<file path="config.mk">
export PLATFORM = sky130hd
export DESIGN_NAME = pvc_isqrt
export DESIGN_NICKNAME = d
export VERILOG_FILES = /design/src/pvc_pkg.sv /design/src/pvc_isqrt.sv
export SDC_FILE = /design/constraint.sdc
export NUM_CORES = 2
export LEC_CHECK = 0
export BUFFER_PORTS_ARGS = -buffer_cell sky130_fd_sc_hd__clkbuf_2
export CORE_MARGIN = 4
export CORE_UTILIZATION = 64
export CTS_BUF_LIST = sky130_fd_sc_hd__clkbuf_4 sky130_fd_sc_hd__clkbuf_8 sky130_fd_sc_hd__clkbuf_16
export CTS_CLUSTER_DIAMETER = 200
export CTS_CLUSTER_SIZE = 8
export DETAILED_ROUTE_END_ITERATION = 7
export PLACE_DENSITY = 0.87
export REMOVE_ABC_BUFFERS = 1
export SLEW_MARGIN = 5
export SYNTH_ARGS = -nofsm -noshare
export SYNTH_HDL_FRONTEND = slang
export SYNTH_MEMORY_MAX_BITS = 65536
export SYNTH_SLANG_ARGS = --single-unit
</file>
<file path="constraint.sdc">
create_clock -name i_clk -period 4.3 [get_ports i_clk]
set_input_delay 0 -clock i_clk [delete_from_list [all_inputs] [get_ports i_clk]]
set_output_delay 0 -clock i_clk [all_outputs]
set_load 0.02 [all_outputs]
</file>
<file path="src/pvc_pkg.sv">
// Package for the proportional velocity command block.
// Holds the fixed-point format, derived widths, pipeline depths, reset values and
// register indexes shared by all modules. No dependencies.
package pvc_pkg;

    localparam int FRAC_BITS = 16;

    // Pi and 2*pi from a Q30 value, rounded to nearest at FRAC_BITS.
    localparam logic [63:0] PI_Q30 = 64'd3373259426;
    localparam logic signed [31:0] PI_Q =
        32'((PI_Q30 + (64'd1 << (29 - FRAC_BITS))) >> (30 - FRAC_BITS));
    localparam logic signed [31:0] TWO_PI_Q =
        32'((64'd2 * PI_Q30 + (64'd1 << (29 - FRAC_BITS))) >> (30 - FRAC_BITS));

    localparam int XW   = 32;                 // position width
    localparam int HW   = 19;                 // input heading width
    localparam int LW   = 31;                 // limit and time step width
    localparam int DXW  = XW + 1;             // position error width
    localparam int AW   = DXW + 32 - FRAC_BITS; // velocity magnitude before limiting
    localparam int TMW  = 64 - FRAC_BITS;     // turn rate magnitude before clamping
    localparam int KW   = $clog2(AW);         // normalizing shift count width
    localparam int SQW  = 2 * LW;             // square of a normalized component
    localparam int NW   = 64;                 // radicand, padded to an even width
    localparam int RTW  = NW / 2;             // root width
    localparam int REMW = RTW + 2;            // root remainder width
    localparam int DW   = 2 * LW;             // dividend width
    localparam int QW   = LW;                 // quotient width
    localparam int PW   = 32 + LW - FRAC_BITS; // step product magnitude width

    localparam int FRONT_STAGES = 5;
    localparam int SQ_STAGES    = RTW;
    localparam int DIV_STAGES   = QW;
    localparam int BACK_STAGES  = 3;
    localparam int LATENCY = FRONT_STAGES + SQ_STAGES + DIV_STAGES + BACK_STAGES;

    localparam logic [31:0] RST_TRANS_GAIN = 32'd262144;
    localparam logic [31:0] RST_ROT_GAIN   = 32'd65536;
    localparam logic [30:0] RST_SPEED_LIM  = 31'd196608;
    localparam logic [30:0] RST_TURN_LIM   = 31'd11796480;
    localparam logic [30:0] RST_TIME_STEP  = 31'd1245;

    localparam int CFG_IDX_W = 3;

    typedef enum logic [CFG_IDX_W-1:0] {
        CFG_TRANS_GAIN = 3'd0,
        CFG_ROT_GAIN   = 3'd1,
        CFG_SPEED_LIM  = 3'd2,
        CFG_TURN_LIM   = 3'd3,
        CFG_TIME_STEP  = 3'd4
    } t_cfg_idx;

    // Per-item data that bypasses the square root and divider.
    typedef struct packed {
        logic signed [XW-1:0] sx;
        logic signed [XW-1:0] sy;
        logic signed [HW-1:0] sh;
        logic                 sgx;
        logic                 sgy;
        logic signed [31:0]   vx;
        logic signed [31:0]   vy;
        logic signed [31:0]   vt;
        logic                 over;
    } t_side;

endpackage

</file>
<file path="src/pvc_isqrt.sv">
// Pipelined integer square root, one root bit per register stage.
// Depends on pvc_pkg.
module pvc_isqrt (
    input  logic                    i_clk,
    input  logic                    i_en,
    input  logic [pvc_pkg::NW-1:0]  i_n,
    output logic [pvc_pkg::RTW-1:0] o_root
);
    import pvc_pkg::*;

    typedef struct packed {
        logic [REMW-1:0] rem;
        logic [RTW-1:0]  root;
    } t_sq_step;

    logic [REMW-1:0] r_rem  [SQ_STAGES];
    logic [RTW-1:0]  r_root [SQ_STAGES];
    logic [NW-1:0]   r_n    [SQ_STAGES];

    function automatic t_sq_step sq_step(input logic [REMW-1:0] rem,
                                         input logic [RTW-1:0] root,
                                         input logic [1:0] pair);
        logic [REMW+1:0] cur;
        logic [REMW+1:0] trial;
        t_sq_step        res;
        cur   = {rem, pair};
        trial = (REMW+2)'({root, 2'b01});
        if (cur >= trial) begin
            res.rem  = REMW'(cur - trial);
            res.root = {root[RTW-2:0], 1'b1};
        end else begin
            res.rem  = REMW'(cur);
            res.root = {root[RTW-2:0], 1'b0};
        end
        return res;
    endfunction

    always_ff @(posedge i_clk) begin
        t_sq_step s;
        if (i_en) begin
            s = sq_step('0, '0, i_n[NW-1 -: 2]);
            r_rem[0]  <= s.rem;
            r_root[0] <= s.root;
            r_n[0]    <= i_n;
            for (int j = 1; j < SQ_STAGES; j++) begin
                s = sq_step(r_rem[j-1], r_root[j-1], r_n[j-1][NW-1-2*j -: 2]);
                r_rem[j]  <= s.rem;
                r_root[j] <= s.root;
                r_n[j]    <= r_n[j-1];
            end
        end
    end

    assign o_root = r_root[SQ_STAGES-1];

endmodule

</file>
======== Yosys cells after proc, flatten, opt, wreduce, memory -nomap -nowiden ========
Memories as Yosys holds them, arrays and structs flattened.
Cells that the tools add are included.
W data, S select, Z words.
storage, ports and cells
  flip-flop bits (word level) ............. 0
  bits in writable memories ............... 4,160
  input port bits ......................... 66
  output and inout port bits .............. 32
  word-level logic and storage cells ...... 133
  memories kept ........................... 3
memories
  memory  words  width  read ports  clocked after memory_dff  write ports  line             source
  r_n     32     64     31          0                         32           pvc_isqrt.sv:18  logic [NW-1:0] r_n [SQ_STAGES];
  r_rem   32     34     31          0                         32           pvc_isqrt.sv:16  logic [REMW-1:0] r_rem [SQ_STAGES];
  r_root  32     32     32          0                         32           pvc_isqrt.sv:17  logic [RTW-1:0] r_root [SQ_STAGES];
cells by class
  $add $sub $neg .......................... 32
  $lt $le $gt $ge ......................... 32
  muxes and demuxes ....................... 66
operator list
  cell                   count
  $mux W66               64
  $ge A36 B34 Y1         31
  $sub A34 B34 Y34       31
  $sub A2 B1 Y3 const B  1
  $ge A2 B1 Y1 const B   1
  $mux W1                2

======== Logic depth before layout (Yosys ltp) ========
  word-level depth ........................ 3
  gate-level depth with buffers ........... 15
  gate-level depth less buffers ........... 13

======== Worst setup path before layout ========
No wires, ideal clock.
  path type ............................... reg2reg
  start ................................... memory r_rem[1][374] (netlist name)
  end ..................................... memory r_rem[1][435] (netlist name) (data pin)
  setup time .............................. 0.270 ns
  arrival time ............................ 3.172 ns
  data required time ...................... 4.030 ns
  setup slack ............................. 0.858 ns
  stages on the path, launching flop included .. 14
  path buffers ............................ 3
  clock period less this slack ............ 3.442 ns
  cells stage by stage .................... edfxtp_1 ha_1 nor2b_1 o31a_1 or3_1 a31oi_1 o21ai_1 o21a_1 o21ai_0 and3_1 clkbuf_1 clkbuf_1 buf_1 o21ai_0
RTL lines
  element      line
  from (decl)  pvc_isqrt.sv:16

==> metrics.md <==
| Metric | Value |
|---|---|
| GRT overflow | 0 |
| Maxcap violations | 0 |
| # rows | 156 |
| Vias | 73,100 |
| Setup ws final | 0.429 ns |
| Setup TNS | 0 ns |
| Remaining DRCs | 0 |
| Area grow syn2layout | 12.4% |
| Die W | 436 um |
| Worst path required time | 4.92 ns |
| # port buffers | 97 |
| FF/Latch Area | 75,800 um^2 |
| Slowest cell on crit path | a2111oi_0 |
| Syn avg cell area | 13.0 um^2 |
| Crit path max-delay family | compound AO/OA/AOI/OAI gates |
| R2r setup slk | 0.43 ns |
| Critical path capture point type | flop |
| Slew of the pin with the lowest slew margin | 1.03 ns |
| FF-to-FF path depth | 12 |
| Clock slew at reported path FFs | 0.05 ns |
| CTS H-Tree Depth | 5 |
| Max Clk Rate | 0.258 GHz |
| DR iter-0 viols | 7,075 |
| Stages on worst setup path | 12 |
| Worst Skew | 0.0677 ns |
| Crit path time final | 3.87 ns |
| CP peak stage delay | 0.71 ns |
| Clk sinks | 2,523 |
| CTS buffer count | 365 |
| Post-synth EDFFs | 2,523 |
| Final worst path period share | 0.900 |
| Hold Startpoint | i_en |
| Final Hold Fails | 0 |
| Vias in the first global route | 73,692 |
| Placed cell area | 121,000 um^2 |
| Deepest clock path buffer count | 4 |
| Worst r2r src | r_root[1][160]$_DFFE_PP_ |
| Antenna-violating nets left | 0 |
| Synth Instances | 9,024 |
| GPL Wtd Cong | 0.934 |
| Area of the mapped netlist | 117,000 um^2 |
| DP HPWL | 167,000 um |
| Rel. slew slack | 0.298 |
| CP max FO | 34 |
| Worst-Skew Late Latency | 0.94 ns |
| Cell Pwr Density | 547 nW/um^2 |
| I/O pin cnt | 98 |
| Final setup fails | 0 |
| GRT Overall Usage | 0.261 |
| Initial Util | 0.646 |
| Nets | 10,159 |
| Status | finished clean |
| Startpoint Class | flop |
| Worst slack, placed | 0.486 ns |
| First-pass GRT wire length | 396,000 um |
| Peak VDD IR | 0.530 mV |
| Fraction of registers with async set or reset after synthesis | 0 |
| Fill cell count | 11,100 |
| Setup repair bufs after CTS | 0 |
| Chip height | 436 um |
| Largest net degree at the start of global routing | 139 |
| Overall routed net length | 250,000 um |
| Post-CTS resize count | 0 |
| FF-to-FF End | r_rem[1][217]$_DFFE_PP_ |
| Drt first pass iters | 6 |
| Antenna violations before repair | 2 |
| RSZ-0062 raised after global routing | no |
| Via-to-Cell Ratio | 6.13 |
| Area of the multi-input gates | 37,900 um^2 |
| Ys flop type | edfxtp_1 |
| Worst hold path type | in2reg |
| CP cell instances | inv_1 -> ha_1 -> nor2b_1 -> o21a_1 -> o21ai_0 -> a211o_1 -> a2111oi_0 -> a21oi_1 -> and2_1 -> clkinv_1 -> buf_12 -> mux2_2 |
| Synth Register Bits | 2,523 |
| Worst Hold Path EP | r_n[0][107]$_DFFE_PP_ |
| Slew Limit Fails | 0 |
| DR WL/cell | 21.0 um |
| Layout cells sized above 1 | 0.0783 |
| Core ar. | 181,000 um^2 |
| Min-Delay Path Depth | 2 |
| Leakage power | 50.9 nW |
| Crit path DAT | 4.49 ns |
| Post-synthesis sequential area ratio | 0.647 |
| Full die area | 190,000 um^2 |
| Cts hold-fix bufs | 130 |
| CTS tree | done |
| Finished Cell Area | 132,000 um^2 |
| Clk root buf | clkbuf_16 |
| Critical Setup Path Class | reg2reg |
| WP buf/inv | 3 |
| Synth unique cells | 93 |
| Syn. warnings | 0 |
## report_power, final
| group | internal, mW | switching [mW] |
|---|---|---|
| sequential | 31.2 | 2.14 |
| combinational | 5.93 | 8.20 |
| clock | 15.0 | 9.53 |
| total | 52.1 | 19.9 |
## worst reg2reg max path, delay by kind of cell (launching register included)
family          cells  cell delay, ns
flops               1            0.35
compound gates      5            1.55
fa+ha+maj           1            0.35
buf+inv             3            0.42
mux                 1            0.36
simple gates        2            0.56
## cells in the mapped netlist, drive strengths merged (18+ instances only)
cell type | number | area share
nand3 | 143 | 0.0061
a211o | 18 | 0.0013
a31oi | 59 | 0.0032
nand2 | 627 | 0.020
buf | 57 | 0.0030
edfxtp | 2523 | 0.65
o211ai | 34 | 0.0022
or4 | 47 | 0.0030
nor2b | 73 | 0.0039
nand4 | 95 | 0.0051
a21o | 244 | 0.016
a21oi | 604 | 0.026
o31ai | 49 | 0.0031
o21bai | 52 | 0.0033
or2 | 41 | 0.0022
a21boi | 20 | 0.0013
a211oi | 33 | 0.0021
and2 | 22 | 0.0012
clkbuf | 135 | 0.0043
nor2 | 536 | 0.017
o21ai | 452 | 0.019
and3 | 48 | 0.0026
a2111oi | 19 | 0.0015
nand3b | 29 | 0.0019
or3 | 96 | 0.0051
nor4 | 130 | 0.0070
xor2 | 423 | 0.032
inv | 708 | 0.023
o21a | 100 | 0.0064
ha | 562 | 0.060
nor3 | 220 | 0.0095
nand2b | 126 | 0.0067
xnor2 | 421 | 0.031
mux2 | 79 | 0.0076
## flip-flops by register name, summed over array words and instances (netlist names)
register / cells
r_n: 992
r_rem: 1003
r_root: 528
## worst max-delay path by stage
stage | startpoint | endpoint | slack (ns)
after floorplan | r_rem[1][411]$_DFFE_PP_ | r_rem[1][453]$_DFFE_PP_ | -1.66
after detailed placement | r_rem[1][170]$_DFFE_PP_ | r_rem[1][218]$_DFFE_PP_ | 0.49
final | r_root[1][160]$_DFFE_PP_ | r_rem[1][217]$_DFFE_PP_ | 0.43
after global routing | r_root[1][160]$_DFFE_PP_ | r_rem[1][217]$_DFFE_PP_ | 0.19
after global placement | r_rem[1][170]$_DFFE_PP_ | r_rem[1][217]$_DFFE_PP_ | 0.61
after CTS | r_root[1][160]$_DFFE_PP_ | r_rem[1][218]$_DFFE_PP_ | 0.45
## cells by family (layout without fill, tap and decap cells)
| kind of cell | Yosys count | after routing | share of synthesized area |
|---|---|---|---|
| adder cells (fa/ha/maj) | 562 | 562 | 0.0601 |
| other | 1 | 2 | 0.0000320 |
| multiplexers | 90 | 90 | 0.00854 |
| XOR/XNOR | 844 | 844 | 0.0631 |
| buffers and inverters | 901 | 1422 | 0.0301 |
| AO/OA/AOI/OAI | 1803 | 1803 | 0.0944 |
| AND/OR/NAND/NOR | 2300 | 2300 | 0.0965 |
| flip-flops | 2523 | 2523 | 0.647 |
## stage by stage
stage / instances / hold slack (ns) / total power [mW] / util
3_5_place_dp: 11404 / 0.179 / 47.3 / 0.667
4_1_cts: 11915 / 0.219 / 72.2 / 0.726
5_1_grt: 11915 / 0.246 / 75.2 / 0.726
6_report: 11916 / 0.247 / 71.9 / 0.726
2_1_floorplan: 8832 / 0.0989 / 42.9 / -
3_3_place_gp: 11404 / 0.177 / 46.8 / 0.667
## per-layer routing
metal  up-vias  GRT usage  wire length [um]
met5         -          0                23
met4         4      0.114             11600
met3       824     0.0357             13300
met2      2822      0.460            127000
met1     35267      0.322             98100
li1      34183          -                 -
## area by class of cell
cell class,count,share of cell area
clock inverters,11,0.00128
clock buffers,370,0.0704
multi-input cells,5600,0.288
well taps,2370,0.0225
diodes,1,0.0000190
repair buffers,332,0.0221
inverters,709,0.0202
flip-flops and latches,2523,0.576
## layout by cell type (no fill, tap or decap), types with 17 or more instances in the layout
cell,count
mux2_2,79
buf_4,80
a211o_1,18
xor2_1,423
o31ai_1,49
or4_1,46
clkbuf_16,370
inv_1,705
dlygate4sd3_1,130
nand3_1,143
nor2_1,534
and2_1,21
o21ai_0,448
ha_1,562
o211ai_1,34
or3_1,96
nor3_1,218
nand3b_1,29
xnor2_1,421
a21boi_0,20
clkbuf_2,96
o21a_1,100
nor2b_1,73
a21o_1,244
buf_12,26
a211oi_1,33
a21oi_1,602
nand2b_1,126
a2111oi_0,17
nand2_1,627
a31oi_1,57
nand4_1,95
and3_1,48
nor4_1,129
o21bai_1,52
or2_2,40
edfxtp_1,2523
Note: power is estimated with default switching activity, not from simulation.
